File: config.mk
export PLATFORM = sky130hd
export DESIGN_NAME = decimal_digit_sprite_placer_core_flat
export DESIGN_NICKNAME = d
export VERILOG_FILES = /design/src/hdl/ddsp_pkg.sv /design/src/hdl/ddsp_in_if.sv /design/src/hdl/ddsp_out_if.sv /design/src/hdl/ddsp_cfg_if.sv /design/src/hdl/ddsp_conv.sv /design/src/hdl/ddsp_emit.sv /design/src/hdl/decimal_digit_sprite_placer_core.sv /design/src/flat_wrapper.sv
export SDC_FILE = /design/constraint.sdc
export NUM_CORES = 1
export LEC_CHECK = 0
export ABC_AREA = 1
export BUFFER_PORTS_ARGS = -buffer_cell sky130_fd_sc_hd__buf_2
export CAP_MARGIN = 30
export CORE_AREA = 2 2 239 194
export DETAILED_ROUTE_END_ITERATION = 8
export DIE_AREA = 0 0 241 196
export GPL_ROUTABILITY_DRIVEN = 1
export GPL_TIMING_DRIVEN = 1
export PLACE_DENSITY_LB_ADDON = 0.3
export SETUP_SLACK_MARGIN = 0.2
export SKIP_CTS_REPAIR_TIMING = 1
export SYNTH_ARGS = -nofsm -noshare
export SYNTH_HDL_FRONTEND = slang
export SYNTH_SLANG_ARGS = --single-unit
File: constraint.sdc
create_clock -name clk -period 6.5 [get_ports clk]
set_input_delay 0.65 -clock clk [delete_from_list [all_inputs] [get_ports clk]]
set_output_delay 0.65 -clock clk [all_outputs]
set_load 0.05 [all_outputs]
File: src/hdl/ddsp_pkg.sv
package ddsp_pkg;

	localparam int VALUE_W  = 64;
	localparam int COORD_W  = 12;
	localparam int WIDTH_W  = 6;
	localparam int DIGIT_W  = 4;
	localparam int SRCX_W   = 10;
	localparam int DESTX_W  = 13;
	// Largest row offset is 21 * 63 = 1323, which fits in 11 bits.
	localparam int OFF_W    = 11;
	localparam int BITCNT_W = 6;

	localparam logic [WIDTH_W-1:0] WIDTH_RESET = 6'd19;

	typedef struct packed {
		logic [COORD_W-1:0] anchor_x;
		logic [COORD_W-1:0] anchor_y;
		logic [WIDTH_W-1:0] digit_width;
	} ddsp_job_t;

endpackage

File: src/hdl/ddsp_in_if.sv
interface ddsp_in_if import ddsp_pkg::*; ();
	logic                valid;
	logic                ready;
	logic [VALUE_W-1:0]  value;
	logic [COORD_W-1:0]  anchor_x;
	logic [COORD_W-1:0]  anchor_y;

	modport source (output valid, value, anchor_x, anchor_y, input ready);
	modport sink (input valid, value, anchor_x, anchor_y, output ready);
endinterface

File: src/hdl/ddsp_out_if.sv
interface ddsp_out_if import ddsp_pkg::*; ();
	logic                       valid;
	logic                       ready;
	logic [DIGIT_W-1:0]         digit_value;
	logic [SRCX_W-1:0]          source_x;
	logic signed [DESTX_W-1:0]  dest_x;
	logic [COORD_W-1:0]         dest_y;
	logic                       last_digit;

	modport source (output valid, digit_value, source_x, dest_x, dest_y, last_digit,
		input ready);
	modport sink (input valid, digit_value, source_x, dest_x, dest_y, last_digit,
		output ready);
endinterface

File: src/hdl/ddsp_cfg_if.sv
interface ddsp_cfg_if import ddsp_pkg::*; ();
	logic                valid;
	logic                ready;
	logic [WIDTH_W-1:0]  data;

	modport source (output valid, data, input ready);
	modport sink (input valid, data, output ready);
endinterface

File: src/hdl/ddsp_conv.sv
module ddsp_conv import ddsp_pkg::*; #(
	parameter int DIGIT_COUNT = 20
) (
	input  logic                      clk,
	input  logic                      arst_n,
	input  logic                      start,
	input  logic [VALUE_W-1:0]        value,
	output logic                      busy,
	output logic                      done,
	output logic [4*DIGIT_COUNT-1:0]  bcd
);

	localparam int BCD_W = 4 * DIGIT_COUNT;

	logic                 busy_q;
	logic                 done_q;
	logic [BITCNT_W-1:0]  cnt_q;
	logic [VALUE_W-1:0]   val_q;
	logic [BCD_W-1:0]     bcd_q;
	logic [BCD_W-1:0]     adj;
	logic                 last_bit;

	// Shift-add-3: every digit of five or more is corrected before the doubling shift.
	// A carry out of the top digit is dropped, which keeps the low digits only.
	always_comb begin
		for (int i = 0; i < DIGIT_COUNT; i++) begin
			if (bcd_q[4*i +: 4] >= 4'd5) begin
				adj[4*i +: 4] = bcd_q[4*i +: 4] + 4'd3;
			end else begin
				adj[4*i +: 4] = bcd_q[4*i +: 4];
			end
		end
	end

	assign last_bit = (cnt_q == {BITCNT_W{1'b1}});

	always_ff @(posedge clk or negedge arst_n) begin
		if (!arst_n) begin
			busy_q <= 1'b0;
			done_q <= 1'b0;
			cnt_q  <= '0;
		end else begin
			done_q <= busy_q && last_bit;
			if (start) begin
				busy_q <= 1'b1;
				cnt_q  <= '0;
			end else if (busy_q) begin
				cnt_q <= cnt_q + 1'b1;
				if (last_bit) begin
					busy_q <= 1'b0;
				end
			end
		end
	end

	always_ff @(posedge clk) begin
		if (start) begin
			val_q <= value;
			bcd_q <= '0;
		end else if (busy_q) begin
			val_q <= {val_q[VALUE_W-2:0], 1'b0};
			bcd_q <= {adj[BCD_W-2:0], val_q[VALUE_W-1]};
		end
	end

	assign busy = busy_q;
	assign done = done_q;
	assign bcd  = bcd_q;

	a_start_idle: assert property (@(posedge clk) disable iff (!arst_n)
		start |-> !busy_q)
		else $error("conversion started while busy");

	a_done_ends: assert property (@(posedge clk) disable iff (!arst_n)
		done_q |-> !busy_q && $past(busy_q))
		else $error("done without a finished conversion");

endmodule

File: src/hdl/ddsp_emit.sv
module ddsp_emit import ddsp_pkg::*; #(
	parameter int DIGIT_COUNT = 20
) (
	input  logic                      clk,
	input  logic                      arst_n,
	input  logic                      load,
	input  logic [4*DIGIT_COUNT-1:0]  bcd,
	input  ddsp_job_t                 job,
	output logic                      busy,
	ddsp_out_if.source                draw_out
);

	localparam int BCD_W = 4 * DIGIT_COUNT;
	localparam int IDX_W = (DIGIT_COUNT > 1) ? $clog2(DIGIT_COUNT) : 1;
	localparam logic [IDX_W-1:0] LAST_IDX = IDX_W'(DIGIT_COUNT - 1);

	logic                 act_q;
	logic                 lead_q;
	logic [BCD_W-1:0]     bcd_q;
	logic [IDX_W-1:0]     idx_q;
	logic [OFF_W-1:0]     off_q;
	ddsp_job_t            job_q;

	logic                 ov_q;
	logic [DIGIT_W-1:0]   digit_q;
	logic [SRCX_W-1:0]    srcx_q;
	logic [DESTX_W-1:0]   destx_q;
	logic [COORD_W-1:0]   desty_q;
	logic                 last_q;

	logic [DIGIT_W-1:0]   top_dig;
	logic                 is_last;
	logic                 skip;
	logic                 emit_go;

	assign top_dig = bcd_q[BCD_W-1 -: 4];
	assign is_last = (idx_q == LAST_IDX);
	// Leading zeros are stepped over without a transfer; the units digit never is.
	assign skip    = act_q && lead_q && (top_dig == '0) && !is_last;
	assign emit_go = act_q && !skip && (!ov_q || draw_out.ready);

	always_ff @(posedge clk or negedge arst_n) begin
		if (!arst_n) begin
			act_q  <= 1'b0;
			lead_q <= 1'b0;
			ov_q   <= 1'b0;
		end else begin
			if (load) begin
				act_q  <= 1'b1;
				lead_q <= 1'b1;
			end else if (emit_go) begin
				lead_q <= 1'b0;
				if (is_last) begin
					act_q <= 1'b0;
				end
			end
			if (emit_go) begin
				ov_q <= 1'b1;
			end else if (draw_out.ready) begin
				ov_q <= 1'b0;
			end
		end
	end

	always_ff @(posedge clk) begin
		if (load) begin
			bcd_q <= bcd;
			idx_q <= '0;
			off_q <= OFF_W'(DIGIT_COUNT + 1) * {{(OFF_W-WIDTH_W){1'b0}}, job.digit_width};
			job_q <= job;
		end else if (skip || emit_go) begin
			bcd_q <= bcd_q << 4;
			idx_q <= idx_q + 1'b1;
			off_q <= off_q - {{(OFF_W-WIDTH_W){1'b0}}, job_q.digit_width};
		end
		if (emit_go) begin
			digit_q <= top_dig;
			srcx_q  <= {{(SRCX_W-WIDTH_W){1'b0}}, job_q.digit_width}
				* {{(SRCX_W-DIGIT_W){1'b0}}, top_dig};
			destx_q <= {{(DESTX_W-COORD_W){1'b0}}, job_q.anchor_x}
				- {{(DESTX_W-OFF_W){1'b0}}, off_q};
			desty_q <= job_q.anchor_y;
			last_q  <= is_last;
		end
	end

	assign busy                 = act_q;
	assign draw_out.valid       = ov_q;
	assign draw_out.digit_value = digit_q;
	assign draw_out.source_x    = srcx_q;
	assign draw_out.dest_x      = destx_q;
	assign draw_out.dest_y      = desty_q;
	assign draw_out.last_digit  = last_q;

	a_load_idle: assert property (@(posedge clk) disable iff (!arst_n)
		load |-> !act_q)
		else $error("digit row loaded while a row is still being emitted");

	a_last_ends: assert property (@(posedge clk) disable iff (!arst_n)
		emit_go && is_last |=> !act_q && ov_q && last_q)
		else $error("units digit did not end the row");

	a_no_lead_zero: assert property (@(posedge clk) disable iff (!arst_n)
		emit_go && lead_q && !is_last |-> top_dig != '0)
		else $error("leading zero emitted");

endmodule

File: src/hdl/decimal_digit_sprite_placer_core.sv
// Channel   Modport  Payload                                            Transfer
// cfg       sink     data: digit_width (6)                              valid & ready
// num_in    sink     value (64), anchor_x (12), anchor_y (12)           valid & ready
// draw_out  source   digit_value, source_x, dest_x, dest_y, last_digit  valid & ready
//
// A number is converted one value bit per cycle through the BCD shifter and handed to the
// emitter, which steps over each leading zero and then sends each shown digit on draw_out;
// num_in is ready again once the converter and the emitter are both idle.
// A stall on draw_out holds the emitter; the next number is taken once the emitter is done.
// Reset clears the control flags and sets digit_width to 19; cfg is always ready.
module decimal_digit_sprite_placer_core import ddsp_pkg::*; #(
	parameter int DIGIT_COUNT = 20
) (
	input  logic        clk,
	input  logic        arst_n,
	ddsp_cfg_if.sink    cfg,
	ddsp_in_if.sink     num_in,
	ddsp_out_if.source  draw_out
);

	logic [WIDTH_W-1:0]        dw_q;
	ddsp_job_t                 job_q;
	logic                      start;
	logic                      conv_busy;
	logic                      conv_done;
	logic                      emit_busy;
	logic [4*DIGIT_COUNT-1:0]  bcd;

	assign cfg.ready    = 1'b1;
	assign num_in.ready = !conv_busy && !conv_done && !emit_busy;
	assign start        = num_in.valid && num_in.ready;

	always_ff @(posedge clk or negedge arst_n) begin
		if (!arst_n) begin
			dw_q <= WIDTH_RESET;
		end else if (cfg.valid) begin
			dw_q <= cfg.data;
		end
	end

	always_ff @(posedge clk) begin
		if (start) begin
			job_q.anchor_x    <= num_in.anchor_x;
			job_q.anchor_y    <= num_in.anchor_y;
			job_q.digit_width <= dw_q;
		end
	end

	ddsp_conv #(
		.DIGIT_COUNT(DIGIT_COUNT)
	) u_conv (
		.clk    (clk),
		.arst_n (arst_n),
		.start  (start),
		.value  (num_in.value),
		.busy   (conv_busy),
		.done   (conv_done),
		.bcd    (bcd)
	);

	ddsp_emit #(
		.DIGIT_COUNT(DIGIT_COUNT)
	) u_emit (
		.clk      (clk),
		.arst_n   (arst_n),
		.load     (conv_done),
		.bcd      (bcd),
		.job      (job_q),
		.busy     (emit_busy),
		.draw_out (draw_out)
	);

endmodule
File: src/flat_wrapper.sv
// flat-port wrapper written by rule: the top's interface ports become plain ports
module decimal_digit_sprite_placer_core_flat import ddsp_pkg::*;
#(
	parameter int DIGIT_COUNT = 20
)
  (clk, arst_n, cfg_valid, cfg_data, cfg_ready, num_in_valid, num_in_value, num_in_anchor_x, num_in_anchor_y, num_in_ready, draw_out_valid, draw_out_digit_value, draw_out_source_x, draw_out_dest_x, draw_out_dest_y, draw_out_last_digit, draw_out_ready);
  ddsp_cfg_if cfg_i ();
  ddsp_in_if num_in_i ();
  ddsp_out_if draw_out_i ();
  input  logic clk;
  input  logic arst_n;
  input wire logic [$bits(cfg_i.valid)-1:0] cfg_valid;
  input wire logic [$bits(cfg_i.data)-1:0] cfg_data;
  output wire logic [$bits(cfg_i.ready)-1:0] cfg_ready;
  input wire logic [$bits(num_in_i.valid)-1:0] num_in_valid;
  input wire logic [$bits(num_in_i.value)-1:0] num_in_value;
  input wire logic [$bits(num_in_i.anchor_x)-1:0] num_in_anchor_x;
  input wire logic [$bits(num_in_i.anchor_y)-1:0] num_in_anchor_y;
  output wire logic [$bits(num_in_i.ready)-1:0] num_in_ready;
  output wire logic [$bits(draw_out_i.valid)-1:0] draw_out_valid;
  output wire logic [$bits(draw_out_i.digit_value)-1:0] draw_out_digit_value;
  output wire logic [$bits(draw_out_i.source_x)-1:0] draw_out_source_x;
  output wire logic [$bits(draw_out_i.dest_x)-1:0] draw_out_dest_x;
  output wire logic [$bits(draw_out_i.dest_y)-1:0] draw_out_dest_y;
  output wire logic [$bits(draw_out_i.last_digit)-1:0] draw_out_last_digit;
  input wire logic [$bits(draw_out_i.ready)-1:0] draw_out_ready;
  assign cfg_i.valid = cfg_valid;
  assign cfg_i.data = cfg_data;
  assign cfg_ready = cfg_i.ready;
  assign num_in_i.valid = num_in_valid;
  assign num_in_i.value = num_in_value;
  assign num_in_i.anchor_x = num_in_anchor_x;
  assign num_in_i.anchor_y = num_in_anchor_y;
  assign num_in_ready = num_in_i.ready;
  assign draw_out_valid = draw_out_i.valid;
  assign draw_out_digit_value = draw_out_i.digit_value;
  assign draw_out_source_x = draw_out_i.source_x;
  assign draw_out_dest_x = draw_out_i.dest_x;
  assign draw_out_dest_y = draw_out_i.dest_y;
  assign draw_out_last_digit = draw_out_i.last_digit;
  assign draw_out_i.ready = draw_out_ready;
  decimal_digit_sprite_placer_core #(.DIGIT_COUNT(DIGIT_COUNT)) u_core (.clk(clk), .arst_n(arst_n), .cfg(cfg_i), .num_in(num_in_i), .draw_out(draw_out_i));
endmodule
# Word level (Yosys, flattened, before mapping)
# Cells that the tools add are included.
classes:
  n_eq_ne: 2
  magnitude_cmp: 20
  muxes: 38
  n_reduce_logical: 24
  n_addsub: 24
  n_mul: 2
op_table:
  columns: ["cell", "n"]
  rows:
  - ["two-way mux 80 bit", 2]
  - ["two-way mux 64 bit", 2]
  - [">= comparator 4 x 3 -> 1 bit (second input constant)", 20]
  - ["adder 4 x 2 -> 4 bit (second input constant)", 19]
  - ["two-way mux 4 bit", 19]
  - ["two-way mux 11 bit", 2]
  - ["subtractor 12 x 11 -> 13 bit", 1]
  - ["two-way mux 6 bit", 2]
  - ["multiplier 5 x 6 -> 11 bit (first input constant)", 1]
  - ["subtractor 11 x 6 -> 11 bit", 1]
  - ["multiplier 6 x 4 -> 10 bit", 1]
  - ["two-way mux 1 bit", 10]
  - ["nonzero test 2 bit", 5]
  - ["logical AND 1 bit", 9]
  - ["adder 6 x 1 -> 6 bit (second input constant)", 1]
  - ["== test 6 bit (second input constant)", 1]
  - ["logical NOT 1 bit", 6]
  - ["adder 5 x 1 -> 5 bit (second input constant)", 1]
  - ["== test 5 bit (second input constant)", 1]
  - ["logical NOT 4 bit", 1]
  - ["adder 3 x 2 -> 3 bit (second input constant)", 1]
  - ["two-way mux 3 bit", 1]
  - ["logical OR 1 bit", 2]
  - ["AND reduction 2 bit", 1]
word_totals:
  input_bits: 99
  word_cells: 133
  register_bits: 357

# Logic depth before layout (Yosys ltp)
# Gate-level depths: netlist of the first run.
depth:
  word_depth: 9
  ltp_mapped: 13
  mapped_depth_nobuf: 13

# By module
# From an unflattened synthesis of the first run, not the netlist that was laid out.
hier_totals:
  hier_cells: 1883
  hier_area_um2: 17281.6
by_module_without_submodules:
  columns: ["mod", "cells_each", "n_inst", "seq_area_each_um2", "area_each_um2"]
  rows:
  - ["ddsp_emit", 841, 1, 5009.8, 8506.9]
  - ["ddsp_conv", 979, 1, 3723.6, 7596.0]
  - ["decimal_digit_sprite_placer_core", 63, 1, 1054.8, 1178.6]

# Worst setup path after synthesis of the first run
# No wires, ideal clock.
synth_timing:
  path_kind: "reg2reg"
  startpoint: "register u_core.u_emit.idx_q[0]"
  endpoint: "register u_core.u_emit.bcd_q[0] (enable)"
  setup_time_ns: 0.466
  stages_incl_launch_ff: 8
  path_slack_ns: 1.043
  t_required_ns: 6.034
  synth_period_minus_slack_ns: 5.457
  arrival_time_ns: 4.992
  path_cell_list: "dfxtp_1 > ha_1 > nand3_1 > nand3_1 > nand2_1 > nor2_1 > inv_1 > nand3_1"
synth_between:
  elab_chain_cells: 8
synth_lines:
  columns: ["item", "line", "text"]
  rows:
  - ["start, declared", "ddsp_emit.sv:20", "logic [IDX_W-1:0] idx_q;"]
  - ["start signal, assigned", "ddsp_emit.sv:73", "idx_q <= idx_q + 1'b1;"]
  - ["== test 5 bit", "ddsp_emit.sv:37", "assign is_last = (idx_q == LAST_IDX);"]
  - ["logical NOT 1 bit", "ddsp_emit.sv:39", "assign skip = act_q && lead_q && (top_dig == '0) && !is_last;"]
  - ["logical AND 1 bit", "ddsp_emit.sv:39", null]
  - ["logical NOT 1 bit", "ddsp_emit.sv:40", "assign emit_go = act_q && !skip && (!ov_q || draw_out.ready);"]
  - ["logical AND 1 bit (2 in series)", "ddsp_emit.sv:40", null]
  - ["named net u_core.u_emit.emit_go", "ddsp_emit.sv:34", "logic emit_go;"]
  - ["logical OR 1 bit", "ddsp_emit.sv:71", "end else if (skip || emit_go) begin"]
  - ["nonzero test 2 bit (no line)", null, null]
  - ["end signal, assigned", "ddsp_emit.sv:72", "bcd_q <= bcd_q << 4;"]
  - ["end, declared", "ddsp_emit.sv:19", "logic [BCD_W-1:0] bcd_q;"]
# The timed path passes the listed nets, and every way through them passes these cells.
# A chain may end at the register's enable or synchronous reset.

# Worst setup path after layout of the first run
layout_timing:
  startpoint: "register u_core.u_emit.bcd_q[79]"
  endpoint: "register u_core.u_emit.srcx_q[9] (netlist: u_core.u_emit.draw_out.source_x[9]), data pin"
layout_between:
  elab_chain_cells: 1
layout_lines:
  columns: ["item", "line", "text"]
  rows:
  - ["multiplier 6 x 4 -> 10 bit", "ddsp_emit.sv:79", "* {{(SRCX_W-DIGIT_W){1'b0}}, top_dig};"]
  - ["end signal, assigned", "ddsp_emit.sv:78", "srcx_q <= {{(SRCX_W-WIDTH_W){1'b0}}, job_q.digit_width}"]
  - ["end, declared", "ddsp_emit.sv:26", "logic [SRCX_W-1:0] srcx_q;"]
# No other way between the ends.

==> impl_metrics.ini, run 1 <==
[sta]
rsz0062_at_grt = no
tightest_slew_ns = 0.980
slew_violations = 0
period_share = 0.453
max_freq_mhz = 340
skew_ns = 0.0123
timing.slew.headroom = 0.346
fin_setup_tns_ns = 0
report.final.hold_viol_count = 0
setup_viol = 0
min_period_ns = 2.94

[finish]
diodes = 0
final_cells = 2487
drive_gt1_frac = 0.122
finalNetCount = 2049
mostFrequentLayoutCells = nand2_1, edfxtp_1, o21ai_0, inv_1, buf_2
area_growth_pct = 14.8
final_common_cell = nand2_1

[die]
core_mm2 = 0.0450
die-area_mm2 = 0.0472
die_h_um = 196
row_count = 70
start_util = 0.376
ioPinCount = 142
die_x_um = 241

[critical_path]
path_class = flop to flop
critical_path.max_fanout = 8
cp-start-kind = flop
end_kind = flop
cp.required_ns = 6.79
arrival_ns = 3.23

[synthesis]
ys.flop_type = edfxtp_1
syn-num-nets = 1918
syn_avg_cell_area_um2 = 9.86
yosysSeqAreaShare = 0.579
synth_seq_cells = 357
synth_edf_count = 255
synth_cells = 1715
synth_cell_types = 38
async_reset_ff_frac = 0.0476
yosysWarnings = 0
synth_area_mm2 = 0.0169

[routing]
ant_nets = 0
drc = 0
vias_per_cell = 4.73
post_drt_wl_per_cell_um = 13.4
routed_wl_mm = 33.4
num_vias = 11800
drt_iter0_markers = 793
drt_first_pass_iters = 5

[placed_design]
portBuffers = 140
globalplace.congestion = 0.834
place.detailed.hpwl_mm = 21.8
place_inst = 2418

[global_route]
antenna_found_initial = 0
grt_overflow = 0
grt_usage = 0.142
grt_max_degree = 118
grt_first_pass_wirelength_mm = 55.5
grt_pass1_vias = 11600

[pwr]
p_leak_nw = 8.79
ir_drop_mv = 0.137
cellPowerDensity_mw_per_mm2 = 234
power_mw = 4.55

[status]
status = completed

[flow_run]
drv_cap = 0

[clock_network]
cts_tree = yes
htree_levels = 2
clock_path_buffers = 3
cts_buffers = 37
clk_pin_slew_worst_paths_ns = 0.06
insertion_delay_ns = 0.53
root_buffer = clkbuf_16
cts.sinks = 357

[min_path]
hold_path.class = primary input to asynchronous set/reset pin
-- final timing paths --
kind	slack (ns)	depth (start not counted)	startpoint	endpoint
hold reg to reg	0.41	0	u_core.u_emit.job_q[13]$_DFFE_PP_	u_core.u_emit.draw_out.dest_y[7]$_DFFE_PP_
max in group asynchronous	6.08	1	arst_n	u_core.u_conv.done$_DFF_PN0_
min in group clk	0.29	1	num_in_anchor_y[6]	u_core.job_q[12]$_DFFE_PP_
setup reg to reg	3.56	12	u_core.u_emit.bcd_q[79]$_DFFE_PP_	u_core.u_emit.draw_out.source_x[9]$_DFFE_PP_
hold / removal	0.07	1	arst_n	u_core.u_emit.draw_out.valid$_DFFE_PN0P_
setup / recovery	3.56	12	u_core.u_emit.bcd_q[79]$_DFFE_PP_	u_core.u_emit.draw_out.source_x[9]$_DFFE_PP_
-- per-stage QoR --
| step | setup slack, ns | hold slack, ns | util | instance area, µm² |
|---|---|---|---|---|
| after floorplan | 1.04 | 0.354 | - | 16900 |
| after global placement | 3.10 | 0.400 | 0.404 | 18200 |
| after detailed placement | 3.02 | 0.405 | 0.404 | 18200 |
| after CTS | 2.99 | 0.0668 | 0.431 | 19400 |
| after global routing | 3.30 | 0.0953 | 0.432 | 19400 |
| final | 3.56 | 0.0694 | 0.432 | 19400 |
-- layout make-up --
class | count | area (µm²)
Fill cell | 4316 | 25600
Sequential cell | 357 | 9790
Multi-Input combinational cell | 1074 | 6010
Clock buffer | 50 | 1050
Inverter | 225 | 848
Timing Repair Buffer | 151 | 823
Tap cell | 612 | 766
Clock inverter | 18 | 144
-- flip-flops by register name, indices dropped and copies added (netlist names), 4 cells and up --
| name | count |
|---|---|
| u_core.u_conv.bcd | 80 |
| u_core.u_emit.bcd_q | 80 |
| u_core.u_conv.val_q | 64 |
| u_core.job_q | 30 |
| u_core.u_emit.job_q | 30 |
| u_core.u_emit.draw_out.dest_x | 13 |
| u_core.u_emit.draw_out.dest_y | 12 |
| u_core.u_emit.off_q | 11 |
| u_core.u_emit.draw_out.source_x | 10 |
| u_core.dw_q | 6 |
| u_core.u_conv.cnt_q | 6 |
| u_core.u_emit.idx_q | 5 |
| u_core.u_emit.draw_out.digit_value | 4 |
-- worst max-delay path, cell delays in order (launching register included) --
cell and delay (ns):
edfxtp_1 0.50, nand2_1 0.13, fa_1 0.52, fa_1 0.55
inv_1 0.05, ha_1 0.36, nand3_1 0.09, nand2_1 0.10
nand2_1 0.06, nor2_1 0.13, nand2_1 0.09, nand3_1 0.07
nand2_1 0.05
-- where the power goes --
group,internal (mW),switching (mW)
Combinational,0.0237,0.0159
Clock,1.21,0.875
Sequential,2.42,0.00200
-- cells by family after synthesis --
kind of cell | synth area share
simple gates | 0.134
flops | 0.579
xor+xnor | 0.0238
fa+ha+maj | 0.0818
buf+inv | 0.0683
mux | 0.00399
compound gates | 0.109
other cells | 0.000222
-- cells in the mapped netlist (3+ instances only) --
cell type | count | share of area
a21oi_1 | 64 | 0.019
a31oi_1 | 4 | 0.0015
buf_1 | 4 | 0.00089
buf_2 | 21 | 0.0062
buf_4 | 3 | 0.0013
buf_6 | 7 | 0.0047
clkbuf_1 | 24 | 0.0053
dfrtp_1 | 14 | 0.021
dfstp_2 | 3 | 0.0047
dfxtp_1 | 85 | 0.10
edfxtp_1 | 255 | 0.45
fa_1 | 11 | 0.013
ha_1 | 93 | 0.069
inv_1 | 225 | 0.050
mux2_2 | 6 | 0.0040
nand2_1 | 457 | 0.10
nand3_1 | 60 | 0.018
nand4_1 | 7 | 0.0026
nor2_1 | 37 | 0.0082
nor3_1 | 5 | 0.0015
o211ai_1 | 8 | 0.0036
o21ai_0 | 225 | 0.067
o21ai_1 | 10 | 0.0030
o21bai_1 | 21 | 0.0093
o311ai_0 | 5 | 0.0026
xnor2_1 | 7 | 0.0036
xor2_1 | 39 | 0.020
-- metal layers --
layer / up-vias / global-route usage / share of wire
met2: 224 / 0.229 / 0.45
met1: 5526 / 0.197 / 0.49
met4: 0 / 0.0327 / 0.014
met3: 39 / 0.0256 / 0.042
li1: 5972 / - / -
met5: - / 0 / 0
Power figures use the tool's default switching activity.
==> run 2: changes to the inputs <==
ABC_AREA = 0   (was 1)
CORE_AREA = 2 2 238 193   (was 2 2 239 194)
DIE_AREA = 0 0 240 195   (was 0 0 241 196)
clock period = 3.1 ns   (was 6.5 ns; I/O delays follow)
==> run 2 against run 1 <==
- critical path depth fell by 1
- critical endpoint unchanged
- critical path type unchanged
- flip-flop and latch count stayed put
- global-route usage down 0.92 points
- die area decreased by 0.92%
- sequential power grew to 3.3 times the previous value
- register-to-register slack got worse by 3.5 ns
- final area increased by 2.0%
- area after synthesis is 1.1% lower
==> impl_metrics.ini, run 2 <==
[synthesis]
synth_area_leaders = edfxtp_1, dfxtp_1, nand2_1, ha_1, mux2_2
synth_cell_types = 53
async_reset_ff_frac = 0.0476
synth_cells = 1468
synth_seq_cells = 357
yosysWarnings = 0
synth_edf_count = 255
yosysTopAreaCellShare = 0.458
synth_area_mm2 = 0.0167
synth_common_cells = nand2_1, edfxtp_1, o21ai_0
syn_avg_cell_area_um2 = 11.4
syn-num-nets = 1671
yosys.area.top_type = edfxtp_1
yosys.cell_count.top_type = nand2_1
yosysSeqAreaShare = 0.585
ys.flop_type = edfxtp_1

[critical_path]
path_class = flop to flop
end_kind = flop
cp_slowest_cell = fa_2
cpMostUsedCell = a21oi_2
cp-start-kind = flop
crit_chain = nand2_1 > fa_1 > inv_1 > fa_2 > ha_1 > a21oi_2 > nor2b_2 > o21ai_2 > a21oi_2 > o41a_1 > xor2_1
cp.required_ns = 3.38
crit_family = adder cells
slowest_delay_ns = 0.55
critical_path.max_fanout = 5
path_buf_inv = 1
arrival_ns = 3.31

[routing]
drc = 0
drt_iter0_markers = 612
wl_met1_mm = 15.6
routed_wl_mm = 32.0
ant_nets = 0
drt_first_pass_iters = 5
wl_met2_mm = 14.4
top_layer = met4
wl_met3_mm = 1.23
num_vias = 10800
vias_per_cell = 4.73
post_drt_wl_per_cell_um = 14.0

[pwr]
p_leak_nw = 8.15
ir_drop_mv = 0.522
cellPowerDensity_mw_per_mm2 = 931

[finish]
mostFrequentLayoutCells = nand2_1, edfxtp_1, buf_2, o21ai_0, ha_1
drive_gt1_frac = 0.197
area_growth_pct = 18.4
fill_cells = 4075
stdcell_area_mm2 = 0.0198
diodes = 0
finalNetCount = 1854
multi_input_area_mm2 = 0.00657
ff_latch_area_mm2 = 0.00980
final_common_cell = nand2_1
final_cells = 2281

[die]
die_x_um = 240
die_h_um = 195
core_mm2 = 0.0442
start_util = 0.379
die-area_mm2 = 0.0468
ioPinCount = 142
row_count = 69

[sta]
report.final.hold_viol_count = 0
fin_ws_ns = 0.0704
skew_ns = 0.0156
min_period_ns = 3.03
tightest_slew_ns = 0.819
timing.slew.headroom = 0.454
period_share = 0.977
max_freq_mhz = 330
holdWs_ns = 0.0205
slew_violations = 0
rsz0062_at_grt = yes
setup_viol = 0

[global_route]
antenna_found_initial = 0
grt_overflow = 0
grt_max_degree = 140
grt_usage = 0.132
grt_first_pass_wirelength_mm = 51.1
grt_pass1_vias = 10400

[placed_design]
globalplace.congestion = 0.782
place.detailed.hpwl_mm = 20.7
place_inst = 2180
dp_slack_ns = 0.00637
portBuffers = 140
placed_area_mm2 = 0.0183

[clock_network]
root_buffer = clkbuf_16
clk_pin_slew_worst_paths_ns = 0.06
insertion_delay_ns = 0.54
cts.sinks = 357
cts_buffers = 35
cts_tree = yes
clock_path_buffers = 3
htree_levels = 2

[flow_run]
drv_cap = 0

[min_path]
hold_path.class = primary input to flop

[status]
status = completed
==> run 2: layout make-up <==
type / count / area share
Clock buffer: 52 / 0.0495
Clock inverter: 12 / 0.00644
Inverter: 72 / 0.0138
Multi-Input combinational cell: 986 / 0.332
Sequential cell: 357 / 0.494
Tap cell: 603 / 0.0381
Timing Repair Buffer: 199 / 0.0659
==> run 2: worst reg2reg max path: stages (launching register included) <==
cell and delay [ns]:
edfxtp_1 0.41, nand2_1 0.10, fa_1 0.51, inv_1 0.06
fa_2 0.55, ha_1 0.25, a21oi_2 0.16, nor2b_2 0.07
o21ai_2 0.12, a21oi_2 0.07, o41a_1 0.32, xor2_1 0.16
==> run 2: final timing paths <==
path	slack (ns)	start	end	depth (start not counted)
min in group asynchronous	0.32	arst_n	u_core.u_conv.done$_DFF_PN0_	2
worst min register to register	0.42	u_core.u_emit.job_q[11]$_DFFE_PP_	u_core.u_emit.draw_out.dest_y[5]$_DFFE_PP_	0
worst min-delay path	0.02	cfg_data[3]	u_core.dw_q[3]$_DFFE_PN0P_	2
worst max-delay path	0.07	u_core.u_emit.job_q[1]$_DFFE_PP_	u_core.u_emit.draw_out.source_x[9]$_DFFE_PP_	11
max in group asynchronous	2.42	arst_n	u_core.u_conv.busy$_DFF_PN0_	2
worst max register to register	0.07	u_core.u_emit.job_q[1]$_DFFE_PP_	u_core.u_emit.draw_out.source_x[9]$_DFFE_PP_	11
==> run 2: cells by family (layout without fill, tap and decap cells) <==
kind of cell    after synthesis  in the layout  synth area share
simple gates                502            502             0.128
flops                       357            357             0.585
compound gates              206            206            0.0705
buf+inv                     125            335            0.0292
mux                         105            105            0.0689
fa+ha+maj                   104            104            0.0827
xor+xnor                     68             68            0.0356
other cells                   1              1          0.000224
==> run 2: layer usage <==
layer | global-route usage | vias up
met2 | 0.209 | 176
met5 | 0 | -
met1 | 0.184 | 5108
met4 | 0.0414 | 0
li1 | - | 5459
met3 | 0.0259 | 46
==> run 2: per-stage QoR <==
step / total power, mW / utilization / TNS [ns]
4_1_cts: 18.5 / 0.438 / 0
6_report: 18.4 / 0.448 / 0
5_1_grt: 19.9 / 0.448 / -0.0876
3_5_place_dp: 14.2 / 0.413 / 0
3_3_place_gp: 14.0 / 0.413 / 0
2_1_floorplan: 12.6 / - / -0.858
==> run 2: report_power, final <==
part           total [mW]  internal [mW]  switching (mW)
registers            7.99           7.07           0.919
logic                6.27           2.53            3.74
clock network        4.19           2.38            1.81
==> run 3: changes to the inputs <==
ABC_AREA = 1   (was 0)
CORE_AREA = 2 2 239 194   (was 2 2 238 193)
DIE_AREA = 0 0 241 196   (was 0 0 240 195)
SLEW_MARGIN = 20   (was unset)
==> run 3 against run 2 <==
- the run now ends with hold timing left
- power shrank 47%
- clock power grew 9.5%
- utilization fell by 0.46 points
- largest cell class unchanged
==> impl_metrics.ini, run 3 (synthesis gave the netlist of run 1 again) <==
[critical_path]
cp-start-kind = flop
crit_chain = nand2_1 > fa_1 > fa_1 > inv_1 > ha_4 > nand3_1 > nand2_1 > nand2_1 > nor2_2 > nand2_1 > nand3_1 > nand2_1
path_class = flop to flop
arrival_ns = 3.05
cp_slowest_cell = fa_1
end_kind = flop
slowest_delay_ns = 0.54
critical_path.max_fanout = 7
cp.required_ns = 3.38
cpMostUsedCell = nand2_1

[pwr]
combPwrFrac = 0.011
power_mw = 9.77
ir_drop_mv = 0.331
cellPowerDensity_mw_per_mm2 = 489
swShare = 0.195
p_leak_nw = 9.03
power_frac_clock = 0.470
p_switching_mw = 1.91
p_int_mw = 7.86
power_frac_seq = 0.519

[finish]
area_growth_pct = 18.0
fill_cells = 4308
finalNetCount = 2095
diodes = 0
drive_gt1_frac = 0.132
final_common_cell = nand2_1
final_cells = 2533
mostFrequentLayoutCells = nand2_1, edfxtp_1, o21ai_0, inv_1, buf_2
stdcell_area_mm2 = 0.0200

[placed_design]
placed_area_mm2 = 0.0183
place.detailed.hpwl_mm = 22.3
globalplace.congestion = 0.818
dp_slack_ns = 0.216
portBuffers = 140
place_inst = 2428

[routing]
drt_iter0_markers = 687
post_drt_wl_per_cell_um = 13.4
vias_per_cell = 4.72
drc = 0
ant_nets = 0
routed_wl_mm = 34.0
drt_first_pass_iters = 7
num_vias = 12000

[clock_network]
htree_levels = 2
clock_path_buffers = 3
cts_buffers = 37
insertion_delay_ns = 0.54
root_buffer = clkbuf_16
cts.sinks = 357
cts_tree = yes
clk_pin_slew_worst_paths_ns = 0.06

[global_route]
grt_max_degree = 164
antenna_found_initial = 0
grt_overflow = 0
grt_first_pass_wirelength_mm = 55.8
grt_pass1_vias = 11600
grt_usage = 0.143

[sta]
timing.slew.headroom = 0.477
rsz0062_at_grt = no
tightest_slew_ns = 0.784
period_share = 0.896
skew_ns = 0.0214
max_freq_mhz = 360
min_period_ns = 2.78
setup_viol = 0
fin_ws_ns = 0.324
fin_setup_tns_ns = 0
slew_violations = 0
report.final.hold_viol_count = 1
holdWs_ns = -0.0157

[die]
ioPinCount = 142
die_x_um = 241
core_mm2 = 0.0450
start_util = 0.376
die-area_mm2 = 0.0472
row_count = 70
die_h_um = 196

[flow_run]
drv_cap = 0

[status]
status = complete, but fails checks
violations = hold timing

[min_path]
hold_path.class = primary input to flop
-- run 3: cell types whose count changed in the layout (fill, tap and decap cells not counted), sizes merged, moves of 22 or more --
cell    change
nand2     +131
xnor2      -28
mux2       -76
o21ai     +141
nor2       -31
nand2b     -28
mux2i      -23
inv       +152
o31ai      -22
nand3      +36
-- run 3: worst paths after layout --
| path | startpoint | endpoint | slack (ns) | cells past startpoint |
|---|---|---|---|---|
| setup / recovery | u_core.u_emit.bcd_q[78]$_DFFE_PP_ | u_core.u_emit.draw_out.source_x[9]$_DFFE_PP_ | 0.32 | 12 |
| max in group asynchronous | arst_n | u_core.u_conv.busy$_DFF_PN0_ | 2.46 | 2 |
| setup reg to reg | u_core.u_emit.bcd_q[78]$_DFFE_PP_ | u_core.u_emit.draw_out.source_x[9]$_DFFE_PP_ | 0.32 | 12 |
| hold / removal | draw_out_ready | u_core.u_emit.draw_out.valid$_DFFE_PN0P_ | -0.02 | 2 |
| hold reg to reg | u_core.job_q[12]$_DFFE_PP_ | u_core.u_emit.job_q[12]$_DFFE_PP_ | 0.40 | 0 |
| min in group asynchronous | arst_n | u_core.u_conv.cnt_q[4]$_DFFE_PN0P_ | 0.27 | 2 |
-- run 3: power groups by stage --
stage	Clock [mW]	Combinational, mW	Sequential, mW
floorplan	0	0.0134	5.17
global placement	0	0.0815	5.17
detailed placement	0	0.0820	5.17
CTS	4.71	0.0826	5.07
global route	4.90	0.120	5.07
finish	4.59	0.110	5.07
-- run 3: critical path, delay by kind of cell (launching register included) --
kind                       cells  cell delay, ns
buffers and inverters          1            0.06
and+or+nand+nor                8            0.69
adders and majority gates      3            1.27
DFF                            1            0.50
-- run 3: final cells by class --
type	instances	area, µm²	share of cell area
multi-input cells	1074	6060	0.303
repair buffers	197	1260	0.0632
inverters	225	848	0.0425
flip-flops and latches	357	9790	0.490
well taps	612	766	0.0383
clock buffers	48	1050	0.0526
clock inverters	20	198	0.00990
-- run 3: per-layer routing --
metal / part of all wire / routed length [µm] / global-route usage
met1: 0.48 / 16400 / 0.200
met2: 0.45 / 15300 / 0.226
met3: 0.047 / 1580 / 0.0274
met4: 0.019 / 661 / 0.0418
met5: 0 / 0 / 0
-- run 3: stage by stage --
stage | hold slack, ns | utilization
finish | -0.0157 | 0.444
global route | 0.00903 | 0.444
CTS | -0.279 | 0.435
detailed placement | 0.282 | 0.407
global placement | 0.278 | 0.407
floorplan | 0.0144 | -
